### src/rtl/fourier_series_analyse_synthesise_macros.svh
// Assertion helpers for the RTL, used by fss_controller.
`ifndef FOURIER_SERIES_ANALYSE_SYNTHESISE_MACROS_SVH
`define FOURIER_SERIES_ANALYSE_SYNTHESISE_MACROS_SVH

`ifndef SYNTHESIS
`define FSS_ASSERT_SAME(label, clk, rst, ante, cons) \
  label: assert property (@(posedge clk) disable iff (rst) (ante) |-> (cons)) \
    else $error("assertion failed");
`define FSS_ASSERT_NEXT(label, clk, rst, ante, cons) \
  label: assert property (@(posedge clk) disable iff (rst) (ante) |=> (cons)) \
    else $error("assertion failed");
`else
`define FSS_ASSERT_SAME(label, clk, rst, ante, cons)
`define FSS_ASSERT_NEXT(label, clk, rst, ante, cons)
`endif

`endif

### src/rtl/fss_pkg.sv
package fss_pkg;

  localparam int SAMPLE_W = 16;
  localparam int PHASE_W  = 16;
  localparam int VALUE_W  = 32;
  localparam int CFG_W    = 5;
  localparam logic [CFG_W-1:0] CFG_RESET = 5'd20;
  localparam int ACC_W    = 48;
  localparam int COEF_W   = 18;
  localparam int TRIG_W   = 17;
  localparam int PROD_W   = COEF_W + TRIG_W;
  localparam int ROM_W    = 16;

  localparam logic MODE_SAMPLE = 1'b0;
  localparam logic MODE_EVAL   = 1'b1;

  typedef enum logic [2:0] {
    S_IDLE,
    S_RUN,
    S_DRAIN1,
    S_DRAIN2,
    S_FINISH
  } fss_state_t;

  typedef struct packed {
    logic load;
    logic issue;
    logic finish;
  } fss_cmd_t;

  typedef struct packed {
    logic n_last;
    logic is_eval;
    logic out_busy;
  } fss_sts_t;

  // sin((pi/2)*m/quarter) rounded to Q1.15, quarter = 2^(tb-2)
  function automatic logic [ROM_W-1:0] qsine(int tb, int m);
    logic [63:0] x;
    logic [63:0] x2;
    logic [63:0] term;
    logic signed [63:0] sum;
    logic signed [63:0] v;
    int k;
    x = (64'd3373259426 * 64'(m)) >> (tb - 1);
    x2 = (x * x) >> 30;
    term = x;
    sum = $signed(x);
    for (k = 1; k <= 8; k++) begin
      term = (term * x2) >> 30;
      term = term / 64'((2 * k) * (2 * k + 1));
      if (k % 2 == 1) begin
        sum = sum - $signed(term);
      end else begin
        sum = sum + $signed(term);
      end
    end
    v = (sum + 64'sd16384) >>> 15;
    if (v > 64'sd32767) v = 64'sd32767;
    if (v < 64'sd0) v = 64'sd0;
    return v[ROM_W-1:0];
  endfunction

endpackage

### src/rtl/fss_controller.sv
`include "fourier_series_analyse_synthesise_macros.svh"

module fss_controller
  import fss_pkg::*;
(
  input  logic     clk,
  input  logic     rst,
  input  logic     item_valid,
  output logic     item_ready,
  input  fss_sts_t sts,
  output fss_cmd_t cmd
);

  fss_state_t state, state_next;

  always_ff @(posedge clk) begin
    if (rst) begin
      state <= S_IDLE;
    end else begin
      state <= state_next;
    end
  end

  always_comb begin
    state_next = state;
    case (state)
      S_IDLE: begin
        if (item_valid) state_next = S_RUN;
      end
      S_RUN: begin
        if (sts.n_last) state_next = S_DRAIN1;
      end
      S_DRAIN1: state_next = S_DRAIN2;
      S_DRAIN2: state_next = S_FINISH;
      S_FINISH: begin
        if (!(sts.is_eval && sts.out_busy)) state_next = S_IDLE;
      end
      default: state_next = S_IDLE;
    endcase
  end

  always_comb begin
    item_ready = 1'b0;
    cmd        = '0;
    case (state)
      S_IDLE: begin
        item_ready = !rst;
        cmd.load   = item_valid && !rst;
      end
      S_RUN: cmd.issue = 1'b1;
      S_FINISH: cmd.finish = !(sts.is_eval && sts.out_busy);
      default: cmd = '0;
    endcase
  end

  `FSS_ASSERT_NEXT(a_load_runs, clk, rst, cmd.load, state == S_RUN)
  `FSS_ASSERT_NEXT(a_finish_idles, clk, rst, cmd.finish, state == S_IDLE)
  `FSS_ASSERT_NEXT(a_sweep_drains, clk, rst, state == S_RUN && sts.n_last, state == S_DRAIN1)
  `FSS_ASSERT_SAME(a_no_overwrite, clk, rst, cmd.finish && sts.is_eval, !sts.out_busy)

endmodule

### config.mk
export PLATFORM = sky130hd
export DESIGN_NAME = fss_controller
export DESIGN_NICKNAME = d
export VERILOG_FILES = /design/src/rtl/fss_pkg.sv /design/src/rtl/fss_controller.sv
export VERILOG_INCLUDE_DIRS = /design/src /design/src/rtl
export SDC_FILE = /design/constraint.sdc
export NUM_CORES = 1
export LEC_CHECK = 0
export BUFFER_PORTS_ARGS = -buffer_cell sky130_fd_sc_hd__clkbuf_2
export CAP_MARGIN = 20
export CORE_AREA = 2 2 39 41
export CTS_CLUSTER_SIZE = 28
export DETAILED_ROUTE_END_ITERATION = 6
export DIE_AREA = 0 0 41 43
export MAX_ROUTING_LAYER = met4
export PLACE_DENSITY = 0.4
export SYNTH_ARGS = -nofsm -noshare
export SYNTH_HDL_FRONTEND = slang
export SYNTH_SLANG_ARGS = --single-unit
### constraint.sdc
create_clock -name clk -period 1.4 [get_ports clk]
set_input_delay 0.28 -clock clk [delete_from_list [all_inputs] [get_ports clk]]
set_output_delay 0.28 -clock clk [all_outputs]
set_load 0.05 [all_outputs]
Yosys cells after proc, flatten, opt, wreduce, memory -nomap -nowiden
Cells that the tools add are included.

Bits in registers: 3. Logic and storage cells: 22. Output and inout port bits: 4. Input port bits: 6.

Reduce and logical (&&, ||, !) cells: 6. Mux-type cells: 8. Eq/ne operators: 7.

Operators with widths (count): $pmux 3 s5 (1); $mux 3 (3); $eq 3x2->1 const B (2); $ne 2x2->1 const B (3); $mux 1 (4); $eq 3x1->1 const B (1); $eq 3x3->1 const B (1); $logic_not 3->1 (1); $reduce_and 3->1 (1); $logic_and 1x1->1 (2); $logic_not 1->1 (2).

Longest topological paths before layout
Gate-level depths: netlist of the first run.

Depth after elaboration: 3. Depth in mapped cells: 2.

Worst setup path before layout of the first run
Ideal clock, no wire load.

Kind: reg2out. From: register state[1]. To: output port cmd[2] (netlist name). Arrival time: 2.542 ns. Path slack: -1.422 ns. Stages on the path, launching flop included: 3. Data required time: 1.120 ns. Cell sequence: dfxtp_1 > nor4_1 > and2_1.

RTL lines: start: declaration (RTL line fss_controller.sv:14) `fss_state_t state, state_next;`; start signal: assignment (RTL line fss_controller.sv:20) `state <= state_next;`; end: declaration (RTL line fss_controller.sv:11) `output fss_cmd_t cmd`.

==> results of run 1 <==
power by group through the flow:
stage / combinational (W) / clock (W) / sequential (W)
after global routing: 0.000138 / 0.000170 / 0.0000966
after global placement: 0.000112 / 0 / 0.0000956
final: 0.000132 / 0.000157 / 0.0000963
after CTS: 0.000128 / 0.000161 / 0.0000961
after detailed placement: 0.000114 / 0 / 0.0000962
after floorplan: 0.0000609 / 0 / 0.000101
path summary, 6_finish.rpt:
check / to / from / cells past startpoint
setup reg to reg: state[0] / state[1] / 4
hold / removal: state[1] / sts[2] / 3
setup / recovery: cmd[2] / state[1] / 4
hold reg to reg: state[1] / state[2] / 2
layer usage:
layer  vias to the layer above  share of wire  routed length, um
li1                        110              -                  -
met5                         -              0                  0
met3                         2          0.040                 24
met2                        10           0.59                356
met1                       108           0.34                207
met4                         0          0.025                 15
cell type report:
type | instances | area (um^2) | share of cell area
multi-input cells | 15 | 157.7 | 0.3772
repair buffers | 17 | 150.1 | 0.3593
flip-flops and latches | 3 | 63.81 | 0.1527
clock buffers | 4 | 26.28 | 0.06287
well taps | 16 | 20.02 | 0.04790
metrics by stage:
stage                      TNS [ns]  hold WS, ns  power (W)  std cells
after floorplan             -0.2954       0.3373  0.0001620         18
after global placement            0       0.5305  0.0002072         49
after detailed placement  -0.004122       0.5337  0.0002102         49
after CTS                   -0.5178       0.3114  0.0003847         54
after global routing        -0.5845       0.3299  0.0004049         55
final                       -0.4391       0.3120  0.0003853         55
cells by family after synthesis:
group | count (synthesis) | share of synthesized area
AND/OR/NAND/NOR | 10 | 0.3831
AO/OA/AOI/OAI | 5 | 0.2766
flip-flops | 3 | 0.3404
critical path, stage by stage, from the launching register on:
cell and delay, ns:
dfxtp_2 0.32, buf_6 0.12, nor4_4 0.27, and2_4 0.20, buf_12 0.13
repair_timing:
action,4_1_cts,5_1_grt
hold endpoints to repair,0,0
gates cloned,0,0
pin swaps,3,1
buffers inserted,1,1
resized for setup,10,4
setup endpoints to repair,4,4
layout by cell type (no fill, tap or decap):
master    n
clkbuf_4  4
nand2_1   1
or3b_1    1
nand3b_1  1
or2b_1    1
dfxtp_2   3
a211oi_2  1
o21bai_1  1
clkbuf_1  1
buf_4     6
or2b_4    1
nand2b_1  1
and2_4    1
a211oi_1  1
buf_8     2
or3b_4    1
nor4_4    1
clkbuf_2  5
nor2_4    1
buf_12    1
a21oi_4   1
buf_6     2
o32ai_2   1
==> key figures, run 1 <==
Outcome
  • Status: finished with violations
  • Failing checks: setup timing

Layout
  • Largest registers: state: 3 flops
  • Post-route cell area: 417.9 um^2
  • Area Growth Syn to Fin: 136.9%
  • Max FFs per register: 3
  • Utilization after layout: 0.3020
  • Most flop-heavy register: state
  • Fill count: 154
  • Layout cells sized above 1: 0.7949
  • Diode count: 0
  • Nets@finish: 46

Floorplan
  • IO Count: 10
  • DIE AREA: 1763 um^2
  • Chip Width: 41 um
  • FP Rows: 14
  • Die Ht: 43 um
  • Initial core utilization: 0.1275
  • Core area: 1384 um^2

Timing
  • RSZ-0062 raised after global routing: yes
  • Final Cycle Share: 1.106
  • F_max: 645.9 MHz
  • Setup Skew: 0.002308 ns
  • Max-slew violation count: 0
  • Smallest setup slack after layout: -0.1482 ns
  • Fin crit period: 1.548 ns
  • Slew HR: 0.8465
  • # setup viols final: 4
  • Endpoints failing hold: 0
  • Worst-Margin Slew: 0.2286 ns

Clock tree
  • TritonCTS buffer count: 3
  • CTS sink cnt: 3
  • Root Driver: clkbuf_4
  • Clk pin slew, worst setup/hold paths: 0.04 ns
  • H-tree depth: 1
  • Hold_buf cts: 0
  • CTS tree: done
  • Clock insertion delay at the later pin of the skew report: 0.24 ns
  • Clock buffer depth: 2

Pwr
  • Flop pwr share: 0.250
  • Pwr dens: 921.9 nW/um^2
  • Sw Ratio: 0.3165
  • Int Power: 0.0002633 W
  • Combinational share of power: 0.343
  • Leak Pwr: 0.1720 nW
  • Peak supply drop: 0.1832 mV
  • Switching power: 0.0001220 W
  • Clock power share: 0.407

Global route
  • Vias in the first global route: 254
  • GR Util met3: 0.03141
  • GR peak layer: met2
  • GRT met2 Usage: 0.1250
  • GRT overflow: 0
  • Largest net degree at the start of global routing: 7
  • GRT Total Usage: 0.08333
  • Met1 usage: 0.06431
  • Global-route wire length before repair: 876 um
  • Initial antenna violation count: 0

Placed design
  • I/O Buffers: 9
  • RD Place Congestion: 0.5834
  • DP Area: 334.1 um^2
  • Pre-CTS setup slack: -0.004122 ns

Synthesis
  • Sequential share of the synthesized area: 0.3404
  • Largest area contributor in the netlist: dfxtp_1
  • Yosys warning count: 0
  • Number of synthesized flops with an enable pin: 0
  • Synth cell count leaders: 3 x dfxtp_1, 2 x or3b_1
  • Post-synth top area share: 0.3404
  • Mapped Area: 176.4 um^2
  • Seq cells post-synth: 3
  • Synth top area cells: dfxtp_1 34%, or3b_1 9.9%, o32ai_2 9.2%
  • Mean Syn Cell Area: 9.801 um^2
  • Post-synthesis cell type count: 15
  • Asr flop ratio synth: 0
  • Post-Syn Instances: 18
  • Dominant synthesized flop cell: dfxtp_1
  • Mapped Nets: 24
  • Cell with the most instances after synthesis: dfxtp_1

Critical path
  • Crit start category: register
  • Setup slack, reg-to-reg: 0.13 ns
  • Crit Path Category: register to output port
  • Worst Path Arrival: 1.27 ns
  • Crit Path Max Fanout: 2
  • Crit end category: output port
  • CP Data Required Time: 1.12 ns

Detailed routing
  • Initial DRC Count: 0
  • DRT Wirelength: 604 um
  • Drt wl/cell: 10.98 um
  • # DRC: 0
  • Detail Route Antenna Nets: 0
  • Vias: 230
  • Routed vias/inst: 4.182
  • Pre-antenna DRT Iters: 1

Min path
  • Worst Hold Class: primary input to register

Flow run
  • Max-cap violations: 0
(Power assumes the default switching activity.)
==> run 2: changes to the inputs <==
--- a/config.mk
+++ b/config.mk
@@ -9,7 +9,7 @@
 export BUFFER_PORTS_ARGS = -buffer_cell sky130_fd_sc_hd__clkbuf_2
 export CAP_MARGIN = 20
 export CORE_AREA = 2 2 39 41
-export CTS_CLUSTER_SIZE = 28
+export CTS_CLUSTER_SIZE = 24
 export DETAILED_ROUTE_END_ITERATION = 6
 export DIE_AREA = 0 0 41 43
 export MAX_ROUTING_LAYER = met4
@@ -17,3 +17,4 @@
 export SYNTH_ARGS = -nofsm -noshare
 export SYNTH_HDL_FRONTEND = slang
 export SYNTH_SLANG_ARGS = --single-unit
+export TNS_END_PERCENT = 30
==> run 2 against run 1 <==
- final area decreased by 6.6%
- total power is 5.3% lower
- critical endpoint is now cmd[0]
- largest cell class unchanged
- sequential power up 2.3%
- largest power group unchanged
- the run still ends with setup timing left
==> key figures, run 2 (synthesis gave the netlist of run 1 again) <==
Outcome
  • Status: finished with violations
  • Failing checks: setup timing

Critical path
  • Crit end category: output port
  • Critical Path Source: state[0]
  • Critical Path Max Stage Delay: 0.39 ns (+0.07 ns)
  • CP Data Required Time: 1.12 ns (about the same)
  • Worst Path Arrival: 1.27 ns (about the same)
  • Crit Path Category: register to output port
  • FF-to-FF Start: state[0]
  • Crit Path Max Fanout: 7 (+5)
  • Buf/Inv on CP: 1 (-1)
  • Crit path cell chain: or3b_4 > a21oi_4 > buf_8
  • CP max stage cell: or3b_4
  • Top delay family on crit path: simple AND/OR/NAND/NOR gates
  • Crit start category: register

Global route
  • GRT Total Usage: 0.08222 (-0.001113)
  • Initial antenna violation count: 0 (unchanged)
  • Vias in the first global route: 211 (-17%)
  • GRT overflow: 0 (unchanged)
  • Largest net degree at the start of global routing: 8 (+1)
  • Global-route wire length before repair: 897 um (+2.4%)

Timing
  • Endpoints failing hold: 0 (unchanged)
  • Max-slew violation count: 0 (unchanged)
  • F_max: 646.8 MHz (+0.14%)
  • Slew HR: 0.8498 (+0.003313)
  • RSZ-0062 raised after global routing: yes
  • # setup viols final: 4 (unchanged)
  • Final Cycle Share: 1.104 (-0.001536)
  • Final setup TNS: -0.3721 ns (+0.06700 ns)
  • Setup Skew: 0.0004160 ns (-0.001892 ns)
  • Worst-Margin Slew: 0.2236 ns (-0.004932 ns)
  • Fin crit period: 1.546 ns (-0.002150 ns)
  • Hold slack: 0.3231 ns (+0.01108 ns)
  • Smallest setup slack after layout: -0.1460 ns (+0.002150 ns)

Clock tree
  • Clk pin slew, worst setup/hold paths: 0.04 ns (about the same)
  • CTS tree: done
  • Clock insertion delay at the later pin of the skew report: 0.23 ns (about the same)
  • Clock buffer depth: 2 (unchanged)
  • TritonCTS buffer count: 3 (unchanged)
  • H-tree depth: 1 (unchanged)
  • CTS sink cnt: 3 (unchanged)
  • Hold_buf cts: 0 (unchanged)
  • Post-CTS Setup Bufs: 0 (-1)
  • Root Driver: clkbuf_4

Detailed routing
  • Pre-antenna DRT Iters: 2 (+1)
  • Detail Route Antenna Nets: 0 (unchanged)
  • # DRC: 0 (unchanged)
  • Routed vias/inst: 3.745 (-10%)
  • Initial DRC Count: 1 (+1)
  • Vias: 191 (-17%)
  • Drt wl/cell: 9.333 um (-15%)
  • DRT Wirelength: 476 um (-21%)

Pwr
  • Switching power: 0.0001096 W (-10%)
  • Combinational share of power: 0.316 (-0.027)
  • Sw Ratio: 0.3005 (-0.01609)
  • Leak Pwr: 0.1534 nW (-11%)
  • Pwr dens: 934.8 nW/um^2 (+1.4%)
  • Flop pwr share: 0.270 (+0.020)
  • Clock power share: 0.414 (+0.007)
  • Peak supply drop: 0.3591 mV (+96%)
  • Int Power: 0.0002553 W (-3.1%)

Layout
  • Area occupied by multi-input gates: 150.1 um^2 (-4.8%)
  • Nets@finish: 42 (-8.7%)
  • Most common cell after layout, fill and taps aside: clkbuf_2
  • Diode count: 0 (unchanged)
  • Layout cells sized above 1: 0.7714 (-0.02344)
  • Most frequent cells in the layout: 5 x clkbuf_2, 3 x clkbuf_4, 3 x buf_4
  • Utilization after layout: 0.2821 (-0.01989)
  • Register area: 66.31 um^2 (+3.9%)
  • Most flop-heavy register: state
  • Largest registers: state: 3 flops
  • Post-route cell area: 390.4 um^2 (-6.6%)
  • Max FFs per register: 3 (unchanged)
  • Area Growth Syn to Fin: 121.3%
  • Fill count: 156 (+1.3%)

Floorplan
  • Chip Width: 41 um (unchanged)
  • Die Ht: 43 um (unchanged)
  • Initial core utilization: 0.1275 (unchanged)
  • IO Count: 10 (unchanged)
  • FP Rows: 14 (unchanged)
  • Core area: 1384 um^2 (unchanged)
  • DIE AREA: 1763 um^2 (unchanged)

Placed design
  • I/O Buffers: 9 (unchanged)
  • DP Area: 296.5 um^2 (-11%)
  • Dpl hpwl: 389.1 um
  • Pre-CTS setup slack: -0.006824 ns (-0.002701 ns)
  • RD Place Congestion: 0.7530 (+29%)

Min path
  • Worst Hold Launch: sts[2]
  • Worst Hold Class: primary input to register

Flow run
  • Max-cap violations: 0 (unchanged)
run 2: worst min-delay path: stages:
cell and delay, ns:
clkbuf_2 0.09, nand3b_1 0.07, a211oi_1 0.06
run 2: worst paths after layout:
kind                            slack [ns]       end  depth (start not counted)
worst max-delay path                 -0.15    cmd[0]                          3
worst min register to register        0.54  state[0]                          2
worst max register to register        0.22  state[2]                          3
worst min-delay path                  0.32  state[1]                          3
run 2: power groups by stage:
stage | Sequential (W) | Clock, W | Combinational (W)
after floorplan | 0.000101 | 0 | 0.0000605
after global placement | 0.0000995 | 0 | 0.0000910
after detailed placement | 0.0000996 | 0 | 0.0000926
after CTS | 0.0000982 | 0.000163 | 0.000112
after global routing | 0.0000995 | 0.000169 | 0.000123
final | 0.0000985 | 0.000151 | 0.000115
run 2: per-layer routing:
| metal | vias up | part of all wire | GRT usage |
|---|---|---|---|
| met3 | 0 | 0.040 | 0.01571 |
| met2 | 4 | 0.60 | 0.1219 |
| met5 | - | 0 | - |
| li1 | 101 | - | - |
| met1 | 86 | 0.36 | 0.08333 |
| met4 | 0 | 0 | 0.08000 |
run 2: cell type report:
type | instances | area share
sequential | 3 | 0.1699
multi-input combinational | 15 | 0.3846
tap | 16 | 0.05128
timing repair buffer | 13 | 0.3269
clock buffer | 4 | 0.06731
run 2: what timing repair did:
item                                    in CTS  in global routing
gates resized for setup                     10                  7
endpoints found under the setup margin       4                  4
pin swaps                                    0                  2
gates cloned                                 0                  0
run 2: per-stage QoR:
stage	cells	power, W
floorplan	18	0.0001617
global placement	47	0.0001905
detailed placement	47	0.0001922
CTS	51	0.0003727
global route	51	0.0003915
finish	51	0.0003649
